[src/rtl/rdnu_pkg.sv]
// ----------------------------------------------------------------------------
// rdnu_pkg
// Shared types and constants for the RDN value unescaper.
// ----------------------------------------------------------------------------
package rdnu_pkg;

   localparam logic [7:0] CH_EQ     = 8'h3D;
   localparam logic [7:0] CH_QUOTE  = 8'h22;
   localparam logic [7:0] CH_BSLASH = 8'h5C;

   localparam logic [1:0] ESC_NONE  = 2'd0;
   localparam logic [1:0] ESC_BS    = 2'd1;
   localparam logic [1:0] ESC_HEX   = 2'd2;

   localparam int QUEUE_DEPTH = 4;

   typedef struct packed {
      logic       two;
      logic [7:0] byte0;
      logic [7:0] byte1;
      logic       is_value;
      logic       has_byte;
      logic       last;
      logic       no_separator;
   } entry_type;

   typedef struct packed {
      logic       ok;
      logic [3:0] nibble;
   } hex_type;

   function automatic hex_type hex_decode(input logic [7:0] c);
      hex_type h;
      h.ok     = 1'b0;
      h.nibble = 4'd0;
      if (c >= 8'h30 && c <= 8'h39) begin
         h.ok     = 1'b1;
         h.nibble = 4'(c - 8'h30);
      end else if (c >= 8'h61 && c <= 8'h66) begin
         h.ok     = 1'b1;
         h.nibble = 4'(c - 8'h57);
      end else if (c >= 8'h41 && c <= 8'h46) begin
         h.ok     = 1'b1;
         h.nibble = 4'(c - 8'h37);
      end
      return h;
   endfunction

endpackage

[src/rtl/rdnu_front.sv]
// ----------------------------------------------------------------------------
// rdnu_front
// Accepts input bytes, tracks phase and escape state, and queues up to two
// output bytes per input as one entry.
// ----------------------------------------------------------------------------
module rdnu_front (
   input  logic              clock,
   input  logic              reset,
   input  logic              in_valid,
   output logic              in_ready,
   input  logic [7:0]        in_byte,
   input  logic              in_last,
   output logic              push,
   output rdnu_pkg::entry_type push_entry,
   input  logic              queue_full
);

   logic       ivp_ff, ivp_in, ivp_step;
   logic [1:0] esc_ff, esc_in;
   logic [7:0] held_ff, held_in;
   logic [1:0] cnt;
   logic [7:0] b0, b1, plain_b;
   logic       use_plain, accept;
   rdnu_pkg::hex_type hx_c, hx_h;
   logic [7:0] dec;

   assign in_ready = !queue_full;
   assign accept   = in_valid && in_ready;
   assign hx_c     = rdnu_pkg::hex_decode(in_byte);
   assign hx_h     = rdnu_pkg::hex_decode(held_ff);
   assign dec      = {hx_h.nibble, hx_c.nibble};

   always_comb begin
      ivp_step  = ivp_ff;
      esc_in    = esc_ff;
      held_in   = held_ff;
      cnt       = 2'd0;
      b0        = in_byte;
      b1        = in_byte;
      use_plain = 1'b0;
      plain_b   = in_byte;
      if (!ivp_ff) begin
         if (in_byte == rdnu_pkg::CH_EQ) ivp_step = 1'b1;
         else cnt = 2'd1;
      end else if (esc_ff == rdnu_pkg::ESC_BS) begin
         esc_in = rdnu_pkg::ESC_NONE;
         if (hx_c.ok && !in_last) begin
            held_in = in_byte;
            esc_in  = rdnu_pkg::ESC_HEX;
         end else begin
            cnt = 2'd1;
         end
      end else if (esc_ff == rdnu_pkg::ESC_HEX) begin
         esc_in = rdnu_pkg::ESC_NONE;
         if (hx_c.ok && hx_h.ok) begin
            if (dec == 8'd0) begin
               cnt = 2'd2;
               b0  = held_ff;
            end else begin
               use_plain = 1'b1;
               plain_b   = dec;
            end
         end else begin
            cnt       = 2'd1;
            b0        = held_ff;
            use_plain = 1'b1;
         end
      end else begin
         esc_in    = rdnu_pkg::ESC_NONE;
         use_plain = 1'b1;
      end
      if (use_plain) begin
         if (plain_b == rdnu_pkg::CH_QUOTE) begin
            cnt = cnt;
         end else if (plain_b == rdnu_pkg::CH_BSLASH) begin
            esc_in = rdnu_pkg::ESC_BS;
         end else begin
            if (cnt == 2'd0) b0 = plain_b;
            else b1 = plain_b;
            cnt = cnt + 2'd1;
         end
      end
      ivp_in = ivp_step;
      if (in_last) begin
         ivp_in  = 1'b0;
         esc_in  = rdnu_pkg::ESC_NONE;
         held_in = 8'd0;
      end
   end

   assign push                    = accept && (cnt != 2'd0 || in_last);
   assign push_entry.two          = (cnt == 2'd2);
   assign push_entry.has_byte     = (cnt != 2'd0);
   assign push_entry.byte0        = (cnt != 2'd0) ? b0 : 8'd0;
   assign push_entry.byte1        = b1;
   assign push_entry.is_value     = ivp_step;
   assign push_entry.last         = in_last;
   assign push_entry.no_separator = in_last && !ivp_step;

   always_ff @(posedge clock) begin
      if (reset) begin
         ivp_ff  <= 1'b0;
         esc_ff  <= rdnu_pkg::ESC_NONE;
         held_ff <= 8'd0;
      end else if (accept) begin
         ivp_ff  <= ivp_in;
         esc_ff  <= esc_in;
         held_ff <= held_in;
      end
   end

   a_end_clears : assert property (@(posedge clock) disable iff (reset)
      accept && in_last |=> !ivp_ff && esc_ff == rdnu_pkg::ESC_NONE)
      else $error("state not cleared after final byte");

endmodule

[src/rtl/rdnu_queue.sv]
// ----------------------------------------------------------------------------
// rdnu_queue
// Small register queue between the front and back parts.
// ----------------------------------------------------------------------------
module rdnu_queue #(
   parameter int Depth = rdnu_pkg::QUEUE_DEPTH
) (
   input  logic                clock,
   input  logic                reset,
   input  logic                push,
   input  rdnu_pkg::entry_type push_entry,
   output logic                full,
   input  logic                pop,
   output logic                head_valid,
   output rdnu_pkg::entry_type head
);

   localparam int PtrWidth = (Depth > 1) ? $clog2(Depth) : 1;
   localparam int CntWidth = $clog2(Depth + 1);
   localparam logic [PtrWidth-1:0] LastPtr = PtrWidth'(Depth - 1);
   localparam logic [CntWidth-1:0] DepthCnt = CntWidth'(Depth);

   rdnu_pkg::entry_type mem_ff [Depth];
   logic [PtrWidth-1:0] wr_ptr_ff, wr_ptr_in, rd_ptr_ff, rd_ptr_in;
   logic [CntWidth-1:0] count_ff, count_in;
   logic                do_push, do_pop;

   assign full       = (count_ff == DepthCnt);
   assign head_valid = (count_ff != '0);
   assign head       = mem_ff[rd_ptr_ff];
   assign do_push    = push && !full;
   assign do_pop     = pop && head_valid;

   always_comb begin
      wr_ptr_in = wr_ptr_ff;
      rd_ptr_in = rd_ptr_ff;
      count_in  = count_ff;
      if (do_push) wr_ptr_in = (wr_ptr_ff == LastPtr) ? '0 : wr_ptr_ff + 1'b1;
      if (do_pop)  rd_ptr_in = (rd_ptr_ff == LastPtr) ? '0 : rd_ptr_ff + 1'b1;
      if (do_push && !do_pop) count_in = count_ff + 1'b1;
      else if (do_pop && !do_push) count_in = count_ff - 1'b1;
   end

   always_ff @(posedge clock) begin
      if (reset) begin
         wr_ptr_ff <= '0;
         rd_ptr_ff <= '0;
         count_ff  <= '0;
      end else begin
         wr_ptr_ff <= wr_ptr_in;
         rd_ptr_ff <= rd_ptr_in;
         count_ff  <= count_in;
      end
   end

   always_ff @(posedge clock) begin
      if (do_push) mem_ff[wr_ptr_ff] <= push_entry;
   end

   a_no_drop : assert property (@(posedge clock) disable iff (reset)
      push |-> !full || pop)
      else $error("transfer pushed into full queue");

endmodule

[src/rtl/rdnu_back.sv]
// ----------------------------------------------------------------------------
// rdnu_back
// Splits queued entries into one or two results and drives the output
// register.
// ----------------------------------------------------------------------------
module rdnu_back (
   input  logic                clock,
   input  logic                reset,
   input  logic                head_valid,
   input  rdnu_pkg::entry_type head,
   output logic                pop,
   output logic                out_valid,
   input  logic                out_ready,
   output logic [7:0]          out_byte,
   output logic                out_is_value,
   output logic                out_has_byte,
   output logic                out_last,
   output logic                out_no_separator
);

   logic       valid_ff, valid_in;
   logic       part_ff, part_in;
   logic [7:0] byte_ff, byte_in;
   logic       isv_ff, isv_in, hasb_ff, hasb_in, last_ff, last_in, nosep_ff, nosep_in;
   logic       load, final_part;

   assign load       = !valid_ff || out_ready;
   assign final_part = !head.two || part_ff;
   assign pop        = load && head_valid && final_part;

   always_comb begin
      valid_in = valid_ff;
      part_in  = part_ff;
      byte_in  = byte_ff;
      isv_in   = isv_ff;
      hasb_in  = hasb_ff;
      last_in  = last_ff;
      nosep_in = nosep_ff;
      if (load) begin
         valid_in = head_valid;
         if (head_valid) begin
            part_in  = !final_part;
            byte_in  = part_ff ? head.byte1 : head.byte0;
            isv_in   = head.is_value;
            hasb_in  = head.has_byte;
            last_in  = head.last && final_part;
            nosep_in = head.no_separator && final_part;
         end
      end
   end

   always_ff @(posedge clock) begin
      if (reset) begin
         valid_ff <= 1'b0;
         part_ff  <= 1'b0;
      end else begin
         valid_ff <= valid_in;
         part_ff  <= part_in;
      end
   end

   always_ff @(posedge clock) begin
      byte_ff  <= byte_in;
      isv_ff   <= isv_in;
      hasb_ff  <= hasb_in;
      last_ff  <= last_in;
      nosep_ff <= nosep_in;
   end

   assign out_valid        = valid_ff;
   assign out_byte         = byte_ff;
   assign out_is_value     = isv_ff;
   assign out_has_byte     = hasb_ff;
   assign out_last         = last_ff;
   assign out_no_separator = nosep_ff;

   a_second_half : assert property (@(posedge clock) disable iff (reset)
      part_ff |-> head_valid && head.two)
      else $error("second byte pending without a two-byte entry");

endmodule

[src/rtl/rdn_value_unescaper_top.sv]
// ----------------------------------------------------------------------------
// rdn_value_unescaper_top
// Unescapes the value of a relative distinguished name, one byte per transfer.
// ----------------------------------------------------------------------------
// One character is taken per cycle while the queue has room; the front part
// decodes it in that same cycle and queues the resulting bytes. The output
// gives one result per cycle while rsp_tready is high, so an input that yields
// two bytes (an escaped "00" pair, or a held hex digit followed by a plain
// byte) takes two output results, and the input keeps flowing until the entry
// queue of QueueDepth entries fills. Bytes pass the queue, then the output register.
module rdn_value_unescaper_top #(
   parameter int QueueDepth = rdnu_pkg::QUEUE_DEPTH
) (
   input  logic       clock,
   input  logic       reset,
   input  logic       req_tvalid,
   output logic       req_tready,
   input  logic [7:0] req_tdata,  // [7:0] in_byte
   input  logic       req_tlast,
   output logic       rsp_tvalid,
   input  logic       rsp_tready,
   output logic [7:0] rsp_tdata,  // [7:0] out_byte
   output logic [2:0] rsp_tuser,  // [0] is_value, [1] has_byte, [2] no_separator
   output logic       rsp_tlast
);

   logic                push, pop, queue_full, head_valid;
   rdnu_pkg::entry_type push_entry, head;

   rdnu_front u_front (
      .clock      (clock),
      .reset      (reset),
      .in_valid   (req_tvalid),
      .in_ready   (req_tready),
      .in_byte    (req_tdata),
      .in_last    (req_tlast),
      .push       (push),
      .push_entry (push_entry),
      .queue_full (queue_full)
   );

   rdnu_queue #(
      .Depth (QueueDepth)
   ) u_queue (
      .clock      (clock),
      .reset      (reset),
      .push       (push),
      .push_entry (push_entry),
      .full       (queue_full),
      .pop        (pop),
      .head_valid (head_valid),
      .head       (head)
   );

   rdnu_back u_back (
      .clock            (clock),
      .reset            (reset),
      .head_valid       (head_valid),
      .head             (head),
      .pop              (pop),
      .out_valid        (rsp_tvalid),
      .out_ready        (rsp_tready),
      .out_byte         (rsp_tdata),
      .out_is_value     (rsp_tuser[0]),
      .out_has_byte     (rsp_tuser[1]),
      .out_last         (rsp_tlast),
      .out_no_separator (rsp_tuser[2])
   );

endmodule

[config.mk]
export PLATFORM = sky130hd
export DESIGN_NAME = rdn_value_unescaper_top
export DESIGN_NICKNAME = d
export VERILOG_FILES = /design/src/rtl/rdnu_pkg.sv /design/src/rtl/rdnu_front.sv /design/src/rtl/rdnu_queue.sv /design/src/rtl/rdnu_back.sv /design/src/rtl/rdn_value_unescaper_top.sv
export SDC_FILE = /design/constraint.sdc
export NUM_CORES = 1
export LEC_CHECK = 0
export ABC_AREA = 0
export BUFFER_PORTS_ARGS = -buffer_cell sky130_fd_sc_hd__clkbuf_2
export CAP_MARGIN = 20
export CORE_MARGIN = 2
export CORE_UTILIZATION = 40
export CTS_CLUSTER_DIAMETER = 120
export DETAILED_ROUTE_END_ITERATION = 10
export GPL_TIMING_DRIVEN = 1
export PLACE_DENSITY = 0.59
export SYNTH_ARGS = -nofsm -noshare
export SYNTH_HDL_FRONTEND = slang
export SYNTH_SLANG_ARGS = --single-unit
[constraint.sdc]
create_clock -name clock -period 5.7 [get_ports clock]
set_clock_uncertainty 0.15 [all_clocks]
set_input_delay 0.855 -clock clock [delete_from_list [all_inputs] [get_ports clock]]
set_output_delay 0.855 -clock clock [all_outputs]
set_load 0.02 [all_outputs]
### After elaboration in Yosys (flattened, before gate mapping)

Memories as Yosys holds them, arrays and structs flattened. A register that Yosys moved wholly into a read port is not among the register bits.
Index checks and enable logic that the tools add are counted.

| storage, ports and cells | value |
|---|---|
| flip-flop bits (word level) | 32 |
| RAM bits | 84 |
| input bits | 13 |
| output and inout bits | 14 |
| word-level logic and storage cells | 149 |
| memories kept | 1 |

Memory list:

| memory | words | width | read ports | clocked after memory_dff | write ports | line | RTL |
|---|---|---|---|---|---|---|---|
| u_queue.mem_ff | 4 | 21 | 1 | 1 | 1 | rdnu_queue.sv:23 | `rdnu_pkg::entry_type mem_ff [Depth];` |

| operators by class | value |
|---|---|
| add/subtract/negate cells | 11 |
| $lt $le $gt $ge | 12 |
| eq/ne operators | 9 |
| mux-type cells | 63 |
| reductions and logical operators | 40 |

Operators by type and width:

| cell | count |
|---|---|
| $mux W8 | 24 |
| $mux W2 | 19 |
| $ge A8 B7 Y1 const B | 4 |
| $le A8 B7 Y1 const B | 4 |
| $mux W5 | 6 |
| $logic_and A1 B1 Y1 | 19 |
| $eq A8 B6 Y1 const B | 2 |
| $ge A8 B6 Y1 const B | 2 |
| $le A8 B6 Y1 const B | 2 |
| $sub A4 B3 Y4 const B | 4 |
| $mux W1 | 12 |
| $reduce_bool A2 Y1 | 5 |
| $eq A2 B2 Y1 const B | 4 |
| $eq A8 B7 Y1 const B | 1 |
| $logic_not A1 Y1 | 8 |
| $logic_not A8 Y1 | 1 |
| $sub A4 B1 Y4 const B | 2 |
| $add A2 B1 Y2 const B | 3 |
| $mux W3 | 2 |
| $reduce_and A4 Y1 | 1 |
| $add A3 B1 Y3 const B | 1 |
| $eq A3 B3 Y1 const B | 1 |
| $logic_or A1 B1 Y1 | 3 |
| $reduce_bool A3 Y1 | 1 |
| 4 further kinds | 4 |

### Depth between registers and ports, before layout

Gate-level depths: netlist (run 1).

| depth | value |
|---|---|
| depth in word-level cells | 23 |
| depth in mapped cells | 19 |
| mapped depth without buffers | 17 |

### By module

Synthesis (run 1) repeated with hierarchy kept, for this count alone.

| second synthesis, totals | value |
|---|---|
| cell total of the unflattened synthesis | 401 |
| area total of the unflattened synthesis | 5751.8 um^2 |

Modules (own cells, without submodules):

| module | instances | cells an instance | area each (um^2) | seq. area each (um^2) |
|---|---|---|---|---|
| rdnu_queue | 1 | 159 | 3538.4 | 2702.6 |
| rdnu_front | 1 | 207 | 1640.3 | 220.2 |
| rdnu_back | 1 | 35 | 573.0 | 400.4 |

### Least setup slack after synthesis (run 1)

OpenSTA, ideal clock, no wires.

| timing path | value |
|---|---|
| path kind | input to register |
| start point | input req_tdata[1] |
| end point | register u_queue.count_ff[2] |
| setup time | 70 ps |
| arrival time | 5058 ps |
| required time | 5480 ps |
| path slack | 422 ps |
| cell stages on the path | 18 |
| path buffers | 1 |
| cells stage by stage | clkbuf_1 -> inv_1 -> ha_1 -> o21bai_1 -> a21oi_1 -> a22oi_1 -> o211ai_1 -> a21oi_1 -> mux2i_1 -> or4_4 -> a21o_4 -> a311oi_4 -> ha_1 -> inv_1 -> fa_1 -> xor2_1 -> or3_1 -> a21oi_1 |

| on the way | value |
|---|---|
| word-level cells in the longest chain between the ends | 22 |
| elaborated cells on any way between the ends | 51 |
| classes of those cells | add/sub (4); order compare (6); eq/ne (3); mux (24); reduce/logical (14) |

RTL lines:

| what | line | RTL |
|---|---|---|
| start, declared | rdn_value_unescaper_top.sv:18 | `input logic [7:0] req_tdata,` |
| $ge A8 B7 Y1 or $le A8 B7 Y1 (tied branches) | rdnu_pkg.sv:42 | `end else if (c >= 8'h41 && c <= 8'h46) begin` |
| $logic_and A1 B1 Y1 | rdnu_pkg.sv:42 |  |
| $mux W5 | rdnu_pkg.sv:42 |  |
| $mux W5 | rdnu_pkg.sv:39 | `end else if (c >= 8'h61 && c <= 8'h66) begin` |
| $mux W5 | rdnu_pkg.sv:36 | `if (c >= 8'h30 && c <= 8'h39) begin` |
| $logic_not A8 Y1 | rdnu_front.sv:56 | `if (dec == 8'd0) begin` |
| $mux W2 or $mux W8 (tied branches) | rdnu_front.sv:56 |  |
| $mux W2 or $mux W8 (tied branches) | rdnu_front.sv:55 | `if (hx_c.ok && hx_h.ok) begin` |
| (+7 left out) | - |  |
| $reduce_bool A2 Y1 (*) | rdnu_front.sv:91 | `assign push = accept && (cnt != 2'd0 \|\| in_last);` |
| $logic_or A1 B1 Y1 (*) | rdnu_front.sv:91 |  |
| $logic_and A1 B1 Y1 (*) | rdnu_front.sv:91 |  |
| $logic_and A1 B1 Y1 (*) | rdnu_queue.sv:31 | `assign do_push = push && !full;` |
| via u_queue.do_push | rdnu_queue.sv:26 | `logic do_push, do_pop;` |
| $logic_not A1 Y1 | rdnu_queue.sv:41 | `else if (do_pop && !do_push) count_in = count_ff - 1'b1;` |
| $logic_and A1 B1 Y1 | rdnu_queue.sv:41 |  |
| $reduce_bool A2 Y1 (no line) | - |  |
| end signal, assigned | rdnu_queue.sv:52 | `count_ff <= count_in;` |
| end, declared | rdnu_queue.sv:25 | `logic [CntWidth-1:0] count_ff, count_in;` |

Mark *: on every way through the listed nets, which the timed path passes. The rest lies on a longest branch.
A chain may end at the register's enable or synchronous reset.

### Final worst setup path (run 1)

| timing path | value |
|---|---|
| start point | input req_tdata[0] |
| end point | register u_queue.count_ff[2] |

The elaborated chain is that of the path after synthesis.

==> results of run 1 <==
-- cell usage in the layout, fill, tap and decap left out, types with 16 or more instances in the layout --
cell / netlist / routed
nor2_1: 35 / 35
dfxtp_1: 22 / 22
mux2_2: 19 / 19
buf_4: 4 / 19
mux4_2: 21 / 21
nand2_1: 21 / 21
a21oi_1: 27 / 27
clkbuf_16: 0 / 17
edfxtp_1: 96 / 96
nor3_1: 20 / 20
inv_1: 16 / 16
clkbuf_2: 0 / 26
-- registers in the layout, indices dropped and copies added (netlist names), 2 cells and up, named ones only --
signal             flops
u_queue.rd_ptr_ff      2
u_front.esc_ff         2
u_queue.count_ff       3
u_back.out_byte        8
u_queue.wr_ptr_ff      2
u_front.held_ff        8
u_queue.mem_ff        84
-- metal layers --
metal,GRT usage [%],wire length (um),vias to the layer above
met5,0,0,-
met4,9.085,320,0
met3,4.365,604,26
met2,28.84,6549,101
met1,23.17,5942,1871
li1,-,-,1819
-- area by class of cell --
cell class	count	share of cell area, %
timing repair buffer	45	3.964
inverter	17	0.9273
clock inverter	15	3.055
sequential	118	48.29
tap	184	3.345
multi-input combinational	289	34.24
clock buffer	17	6.182
-- power breakdown --
part           internal [mW]  switching, mW
combinational          0.286          0.355
sequential              1.09         0.0498
clock                  0.769          0.360
-- kinds of logic after synthesis --
kind of cell / count (synthesis)
AO/OA/AOI/OAI: 99
XOR/XNOR: 3
adder cells (fa/ha/maj): 15
buffers and inverters: 43
flip-flops: 118
multiplexers: 47
AND/OR/NAND/NOR: 125
-- synthesized netlist by cell type (all sizes together), types with 2 or more instances --
library cell  count  area, um2
a31oi             4      31.28
mux4             21      473.0
dfxtp            22      440.4
a211oi            6      45.04
edfxtp           96       2883
nor2b             6      37.54
xor2              3      26.28
a31o              2      17.52
o21ai            10      50.04
a21o             13      105.1
nor3             20      100.1
or4b              3      30.03
ha               14      175.2
a311oi            3      43.80
o21bai            2      15.01
and2             11      68.82
nor2             36      137.6
mux2i             6      60.06
nand4bb           2      22.52
nand3             8      52.55
a221oi            3      26.28
a41oi             3      26.28
or2               3      18.77
mux2             20      229.0
or3               2      12.51
nand2            21      78.83
buf               9      58.81
a2111oi           3      32.53
clkbuf           17      63.81
inv              16      60.06
nor4              2      12.51
a22oi            11      82.58
a21oi            28      143.9
nand2b            4      25.02
o211ai            6      45.04
-- worst max-delay path: stages --
cell and delay (ps):
clkbuf_2 150, inv_1 80, ha_1 220, o21bai_1 240
a21oi_1 210, a22oi_1 340, o211ai_1 180, a21oi_1 350
mux2i_1 150, or4_4 590, a21o_4 290, a311oi_4 280
ha_1 230, inv_1 70, fa_1 430, xor2_1 170
or3_1 300, a21oi_1 140
-- through the flow --
step           std cells  util [%]  power [mW]  hold WS [ps]  worst slack (ps)
2_1_floorplan        450         -       1.639         308.8             421.6
3_3_place_gp         653     43.30       1.807         304.6             359.8
3_5_place_dp         653     43.30       1.814         315.2             217.4
4_1_cts              685     47.71       2.953         322.5             623.0
5_1_grt              685     47.71       3.053         365.1             246.7
6_report             685     47.71       2.914         315.5             586.9
-- final timing paths --
path                                         start  slack [ps]                  end
worst max-delay path                  req_tdata[0]         590  u_queue.count_ff[2]
worst min-delay path              u_back.out_valid         320     u_back.out_valid
worst max register to register  u_front.held_ff[0]         640  u_queue.count_ff[2]
worst min register to register    u_back.out_valid         320     u_back.out_valid
==> flow_summary.ini, run 1 <==
[clock_network]
clock_tree.root_cell = clkbuf_16
cts_resized = 0
clock_sinks = 118
cts-root-to-sink-buffers = 2
tritoncts_clock_tree = built
post-cts-setup-buffer-count = 0
clk-insertion-delay-late_ps = 410
clkSlewWorstSetupHoldPaths_ps = 50
htree_num_levels = 4
clock_buffers_created_by_tritoncts = 17
holdBufCountCts = 0

[logic_synthesis]
post_synth_and_or_nand_nor_area_fraction_pct = 11.26
ys.warnings.count = 0
synthFlopType = edfxtp_1
yosys.area_share.xor_xnor_pct = 0.4480
synth-compound-area-share_pct = 12.14
synth_edf_count = 96
synth_cell_type_count = 62
syn_area_per_cell_um2 = 13.03
syn-num-nets = 478
synth-seq-area-share_pct = 56.66
muxShareOfSynthArea_pct = 12.99
synth-seq-cells = 118
synthesis.area_um2 = 5866
post_synth_fa_ha_maj_area_fraction_pct = 3.328
ys_async_sr_fraction_pct = 0
combinational_family_with_the_most_area_after_synthesis = multiplexers
syn_inst = 450

[floorplan]
initial_utilization_pct = 40.67
die_width_um = 125.1
floorplan.core_area_um2 = 14420
io-pin-count = 27
die_h_um = 125.1
design.die.area_um2 = 15650
rows = 44

[placed_design]
gp_routability_congestion = 0.9939
place_area_um2 = 6246
detailed_place_hpwl_um = 9291
placement.io_buffers = 26

[pwr]
leakage_nw = 2.432
max_ir_drop_vdd_mv = 0.2067
power.density_nw_per_um2 = 423.5

[detailed_routing]
post_drt_via_cell_ratio = 5.572
finalWirelength_um = 13420
routed-via-count = 3817
drt_iter0_drc = 269
detail_route.wl_per_cell_um = 19.59
remaining_drc_errors = 0
antenna_violating_nets_post_route = 0
number_of_iterations_in_the_first_detailed_routing_pass = 4

[worst_setup_path]
reg2reg_depth = 17
critical_path_class = in2reg
cp_data_required_time_ps = 5880
critPathMaxFanout = 15
worstSetupEndpointType = register
data_arrival_critical_path_ps = 5290
crit_path_start_kind = input port

[sta]
report.final.setup_viol = 0
final-hold-violation-count = 0
fmax_ghz = 0.1956
rsz0062_at_grt = no
final-max-slew-violation-count = 0
timing_worst_slew_pin_value_ps = 885.2
period_share_pct = 89.70
slew-limit-headroom_pct = 40.53
setup_tns_ps = 0
min_period_ps = 5113

[grt]
grt_start_max_net_pins = 23
grt_antenna_before_repair = 0
track_usage_pct = 18.09
first_global_vias = 3895
grt_overflow = 0
grt_first_pass_wirelength_um = 21400

[cells_and_area]
stdcell_area_um2 = 6882
antenna-diode-count = 0
area.sequential_um2 = 3323
area_growth_syn_to_layout_pct = 17.32
nets = 516
post_route_cells_drive_above_1_share_pct = 26.15
filler_cell_count = 1283
multiInputGateArea_um2 = 2356

[min_path]
timing.hold.worst_path_depth = 2
min-delay-path-class = reg2reg

[job]
cap_viol_max_count = 0

[status]
outcome = completed
No activity file was read; power rests on OpenSTA's default activity.
==> run 2, diff against run 1 <==
- CORE_UTILIZATION: 40 -> 50
- MAX_ROUTING_LAYER: default -> met4
- PLACE_DENSITY: 0.59 -> 0.7
- TNS_END_PERCENT: default -> 30
==> run 2 against run 1 <==
  * First-iteration DRC count fell by 5.2%
  * Non-clock buffer count fell by 3
  * Total power fell by 0.63%
  * Critical path type unchanged
  * Critical endpoint unchanged
  * Highest routed layer unchanged
==> flow_summary.ini, run 2 (synthesized netlist as in run 1, its figures left out) <==
[status]
outcome = completed

[placed_design]
placement.io_buffers = 26
gp_routability_congestion = 0.9754
pre_cts_ws_ps = 55.10
place.detailed.instances = 609
detailed_place_hpwl_um = 8591

[sta]
rsz0062_at_grt = no
hold_ws_ps = 323.1
finalWorstSetupSlack_ps = 384.2
min_period_ps = 5316
period_share_pct = 93.26
slew-limit-headroom_pct = 28.57
timing_worst_slew_pin_value_ps = 1070
setup_tns_ps = 0
final-max-slew-violation-count = 0
report.final.setup_viol = 0
fmax_ghz = 0.1881
final-hold-violation-count = 0

[detailed_routing]
detail_route.wl_per_cell_um = 19.78
remaining_drc_errors = 0
routed-via-count = 3853
antenna_violating_nets_post_route = 0
finalWirelength_um = 12680
post_drt_via_cell_ratio = 6.011
drt_iter0_drc = 255
number_of_iterations_in_the_first_detailed_routing_pass = 5

[grt]
grt_overflow = 0
first_global_vias = 3788
use_met2_pct = 34.14
track_usage_pct = 21.76
grt.busiest_layer = met2
gr-usage-met1_pct = 27.58
grt_start_max_net_pins = 23
grt_first_pass_wirelength_um = 20160
gr-usage-met3_pct = 5.940
grt_antenna_before_repair = 0

[pwr]
cell_internal_pwr_mw = 2.112
seq_power_share_pct = 40.1
power_frac_comb_pct = 21.5
max_ir_drop_vdd_mv = 0.2338
power_switching_share_pct = 27.08
power.total_mw = 2.896
power.density_nw_per_um2 = 426.0
switch_pwr_uw = 784.3
leakage_nw = 2.405
power_frac_clock_pct = 38.4

[worst_setup_path]
reg2reg_from = u_front.held_ff[1]
cp_data_required_time_ps = 5870
data_arrival_critical_path_ps = 5490
regToRegEndpoint = u_queue.count_ff[2]
r2r_setup_slack_ps = 560
critPathMaxFanout = 15
crit_path_start_kind = input port
worstSetupEndpointType = register
reg2reg_depth = 16
critical_path_class = in2reg

[cells_and_area]
top_register = u_queue.mem_ff
layout_commonest_cell = edfxtp_1
nets = 513
most_frequent_cells_in_the_layout = edfxtp_1, nor2_1, a21oi_1, clkbuf_2, dfxtp_1
post_route_cells_drive_above_1_share_pct = 26.10
area_growth_syn_to_layout_pct = 15.89
antenna-diode-count = 0
post_layout_nonfiller_instances = 641
largest_register_ffs = 84
filler_cell_count = 927

[clock_network]
cts_resized = 0
post-cts-setup-buffer-count = 0
tritoncts_clock_tree = built
cts-root-to-sink-buffers = 2
clkSlewWorstSetupHoldPaths_ps = 60
htree_num_levels = 4
clock_buffers_created_by_tritoncts = 17
clock_tree.root_cell = clkbuf_16
clk-insertion-delay-late_ps = 410
clock_sinks = 118
holdBufCountCts = 0

[floorplan]
die_h_um = 112.3
io-pin-count = 27
initial_utilization_pct = 51.37
die_width_um = 112.3
floorplan.core_area_um2 = 11420
design.die.area_um2 = 12610
rows = 39

[min_path]
min-delay-path-class = reg2reg
timing.hold.worst_path_depth = 2
hold_end = u_back.out_valid
min-delay-start = u_back.out_valid

[job]
cap_viol_max_count = 0
-- run 2: cell types whose count changed in the layout (fill, tap and decap cells not counted) --
cell | previous run | this run
clkinv_1 | 4 | 2
bufinv_16 | 5 | 4
clkinvlp_4 | 1 | 3
clkinv_2 | 3 | 2
buf_4 | 19 | 16
clkinv_4 | 3 | 2
inv_6 | 0 | 3
-- run 2: power groups by stage --
| stage | Clock, mW | Sequential, mW | Combinational [mW] |
|---|---|---|---|
| after floorplan | 0 | 1.20 | 0.444 |
| after global placement | 0 | 1.17 | 0.613 |
| after detailed placement | 0 | 1.18 | 0.624 |
| after CTS | 1.13 | 1.16 | 0.631 |
| after global routing | 1.17 | 1.18 | 0.677 |
| final | 1.11 | 1.16 | 0.622 |
-- run 2: worst max-delay path by stage --
| stage | from | to | slack, ps | cells after the start |
|---|---|---|---|---|
| 2_1_floorplan | req_tdata[1] | u_queue.count_ff[2] | 420 | 18 |
| 3_3_place_gp | req_tdata[0] | u_queue.count_ff[2] | 260 | 17 |
| 3_5_place_dp | req_tdata[0] | u_queue.count_ff[2] | 60 | 18 |
| 4_1_cts | req_tdata[0] | u_queue.count_ff[2] | 480 | 18 |
| 5_1_grt | req_tdata[0] | u_queue.count_ff[2] | 70 | 17 |
| 6_report | req_tdata[0] | u_queue.count_ff[2] | 380 | 18 |
-- run 2: metal layers --
| layer | up-vias | wire, um |
|---|---|---|
| li1 | 1816 | - |
| met1 | 1919 | 5831 |
| met2 | 98 | 6227 |
| met3 | 20 | 411 |
| met4 | 0 | 207 |
| met5 | - | 0 |
-- run 2: critical path: stages --
cell and delay [ps]:
clkbuf_2 200, inv_1 140, ha_1 200, o21bai_1 110
a21oi_1 420, a21oi_1 190, nor3_1 430, mux2i_1 290
o21ai_0 110, or4_4 530, a21o_4 290, a311oi_4 310
ha_1 240, inv_1 70, fa_1 440, xor2_1 180
or3_1 300, a21oi_1 160
-- run 2: cell type report --
cell class	instances	area [um2]	share of cell area [%]
multi-input cells	289	2356	34.66
clock buffers	17	425.4	6.258
inverters	17	63.81	0.9387
well taps	143	178.9	2.632
repair buffers	42	250.2	3.681
clock inverters	15	200.2	2.945
flip-flops and latches	118	3323	48.89
-- run 2: stage by stage --
stage                     utilization, %  cell area, um2
after floorplan                        -            5866
after global placement             54.05            6172
after detailed placement           54.05            6172
after CTS                          59.53            6798
after global routing               59.53            6798
final                              59.53            6798
==> run 3, diff against run 2 <==
- CTS_BUF_LIST: default -> sky130_fd_sc_hd__clkbuf_2 sky130_fd_sc_hd__clkbuf_4 sky130_fd_sc_hd__clkbuf_8
- PLACE_DENSITY: 0.7 -> 0.67
==> run 3 against run 2 <==
  * Register-to-register slack hardly changed
  * First-iteration DRC count grew 27%
  * Clock-buffer cell count unchanged
  * Flip-flop and latch count stayed put
  * Critical path type unchanged
  * Clock power decreased by 34%
  * Hold slack better by 13 ps
  * Die area did not move
  * Largest power group unchanged
==> flow_summary.ini, run 3 (synthesized netlist as in run 1, its figures left out) <==
[floorplan]
floorplan.core_area_um2 = 11420
initial_utilization_pct = 51.37
die_h_um = 112.3
io-pin-count = 27
rows = 39
design.die.area_um2 = 12610
die_width_um = 112.3

[worst_setup_path]
r2r_setup_slack_ps = 560
data_arrival_critical_path_ps = 5380
crit_path_start_kind = input port
timing.critical_path.slowest_cell_delay_ps = 530
cpMostUsedCell = a21oi_1
critPathMaxFanout = 15
timing.critical_path.cells = clkbuf_2 -> inv_1 -> ha_1 -> o21bai_1 -> a21oi_1 -> a21oi_1 -> nor3_1 -> mux2i_1 -> o21ai_0 -> or4_4 -> a21o_4 -> a311oi_4 -> ha_1 -> inv_1 -> fa_1 -> xor2_1 -> or3_1 -> a21oi_1
cp_data_required_time_ps = 5890
critical_path_class = in2reg
critical_path.n_buffers_inverters = 3
slowest_stage = or4_4
critical-path-top-delay-family = compound AO/OA/AOI/OAI gates
worstSetupEndpointType = register

[cells_and_area]
top_register = u_queue.mem_ff
area_growth_syn_to_layout_pct = 12.37
antenna-diode-count = 0
nets = 517
largest_register_ffs = 84
layout_commonest_cell = edfxtp_1
post_route_cells_drive_above_1_share_pct = 26.69
most_frequent_cells_in_the_layout = edfxtp_1, nor2_1, a21oi_1, clkbuf_2, dfxtp_1

[sta]
period_share_pct = 91.00
fmax_ghz = 0.1928
timing_worst_slew_pin_value_ps = 1030
final-max-slew-violation-count = 0
report.final.setup_viol = 0
final-hold-violation-count = 0
min_period_ps = 5187
rsz0062_at_grt = no
slew-limit-headroom_pct = 30.78
setup_tns_ps = 0

[detailed_routing]
wl_met2_um = 6413
met3WireLength_um = 758
detail_route.wl_per_cell_um = 20.01
finalWirelength_um = 12900
routedLengthMet1_um = 5388
antenna_violating_nets_post_route = 0
route.top_layer_used = met4
number_of_iterations_in_the_first_detailed_routing_pass = 5
routed-via-count = 3885
post_drt_via_cell_ratio = 6.023
drt_iter0_drc = 323
remaining_drc_errors = 0

[placed_design]
gp_routability_congestion = 0.9539
placement.io_buffers = 26
detailed_place_hpwl_um = 9103

[clock_network]
holdBufCountCts = 0
cts_resized = 0
htree_num_levels = 4
clk-insertion-delay-late_ps = 420
clock_sinks = 118
post-cts-setup-buffer-count = 0
tritoncts_clock_tree = built
clock_buffers_created_by_tritoncts = 17
clock_tree.root_cell = clkbuf_8
clkSlewWorstSetupHoldPaths_ps = 70
cts-root-to-sink-buffers = 2

[pwr]
max_ir_drop_vdd_mv = 0.2159
power.total_mw = 2.509
leakage_nw = 2.315
power.density_nw_per_um2 = 380.7

[min_path]
min-delay-path-class = reg2reg

[grt]
first_global_vias = 3873
track_usage_pct = 22.57
grt_first_pass_wirelength_um = 20920
grt_overflow = 0
grt_start_max_net_pins = 23
grt_antenna_before_repair = 0

[status]
outcome = completed

[job]
cap_viol_max_count = 0
run 3: metrics by stage:
stage	hold slack, ps	setup WS (ps)	instances	util (%)	cell area (um2)
floorplan	308.8	421.6	450	-	5866
global placement	302.1	353.0	613	54.32	6202
detailed placement	318.4	187.9	613	54.32	6202
CTS	329.4	603.8	645	57.73	6591
global route	372.6	210.7	645	57.73	6591
finish	335.6	513.0	645	57.73	6591
run 3: worst reg2reg max path: stages (launching register included):
cell,delay [ps]
dfxtp_1,440
inv_1,140
ha_1,240
o21bai_1,300
a21oi_1,180
mux2i_1,430
o211ai_1,200
a21oi_1,290
mux2i_1,130
or4_4,590
a21o_4,290
a311oi_4,300
ha_1,230
inv_1,70
fa_1,440
xor2_1,170
or3_1,300
a21oi_1,160
run 3: layout make-up:
class,instances,area (um2)
clock buffer,17,234.0
clock inverter,15,155.1
fill,925,4827
inverter,17,63.81
multi-input combinational,289,2356
sequential,118,3323
tap,143,178.9
timing repair buffer,46,280.3
run 3: report_power, final:
group	switching, mW	total [mW]	leakage [nW]	internal [mW]
Sequential	0.0494	1.14	1.07	1.09
Clock	0.339	0.729	0.188	0.390
Combinational	0.350	0.638	1.06	0.287
run 3: worst paths after layout:
check / start / endpoint / cells after the start
max: req_tdata[1] / u_queue.count_ff[2] / 18
min: u_back.out_valid / u_back.out_valid / 2
max reg2reg: u_front.held_ff[1] / u_queue.count_ff[2] / 17
min reg2reg: u_back.out_valid / u_back.out_valid / 2
run 3: per-layer routing:
layer / GRT usage (%) / up-vias
li1: - / 1818
met1: 28.87 / 1905
met2: 35.54 / 136
met3: 4.320 / 26
met4: 9.756 / 0
met5: - / -
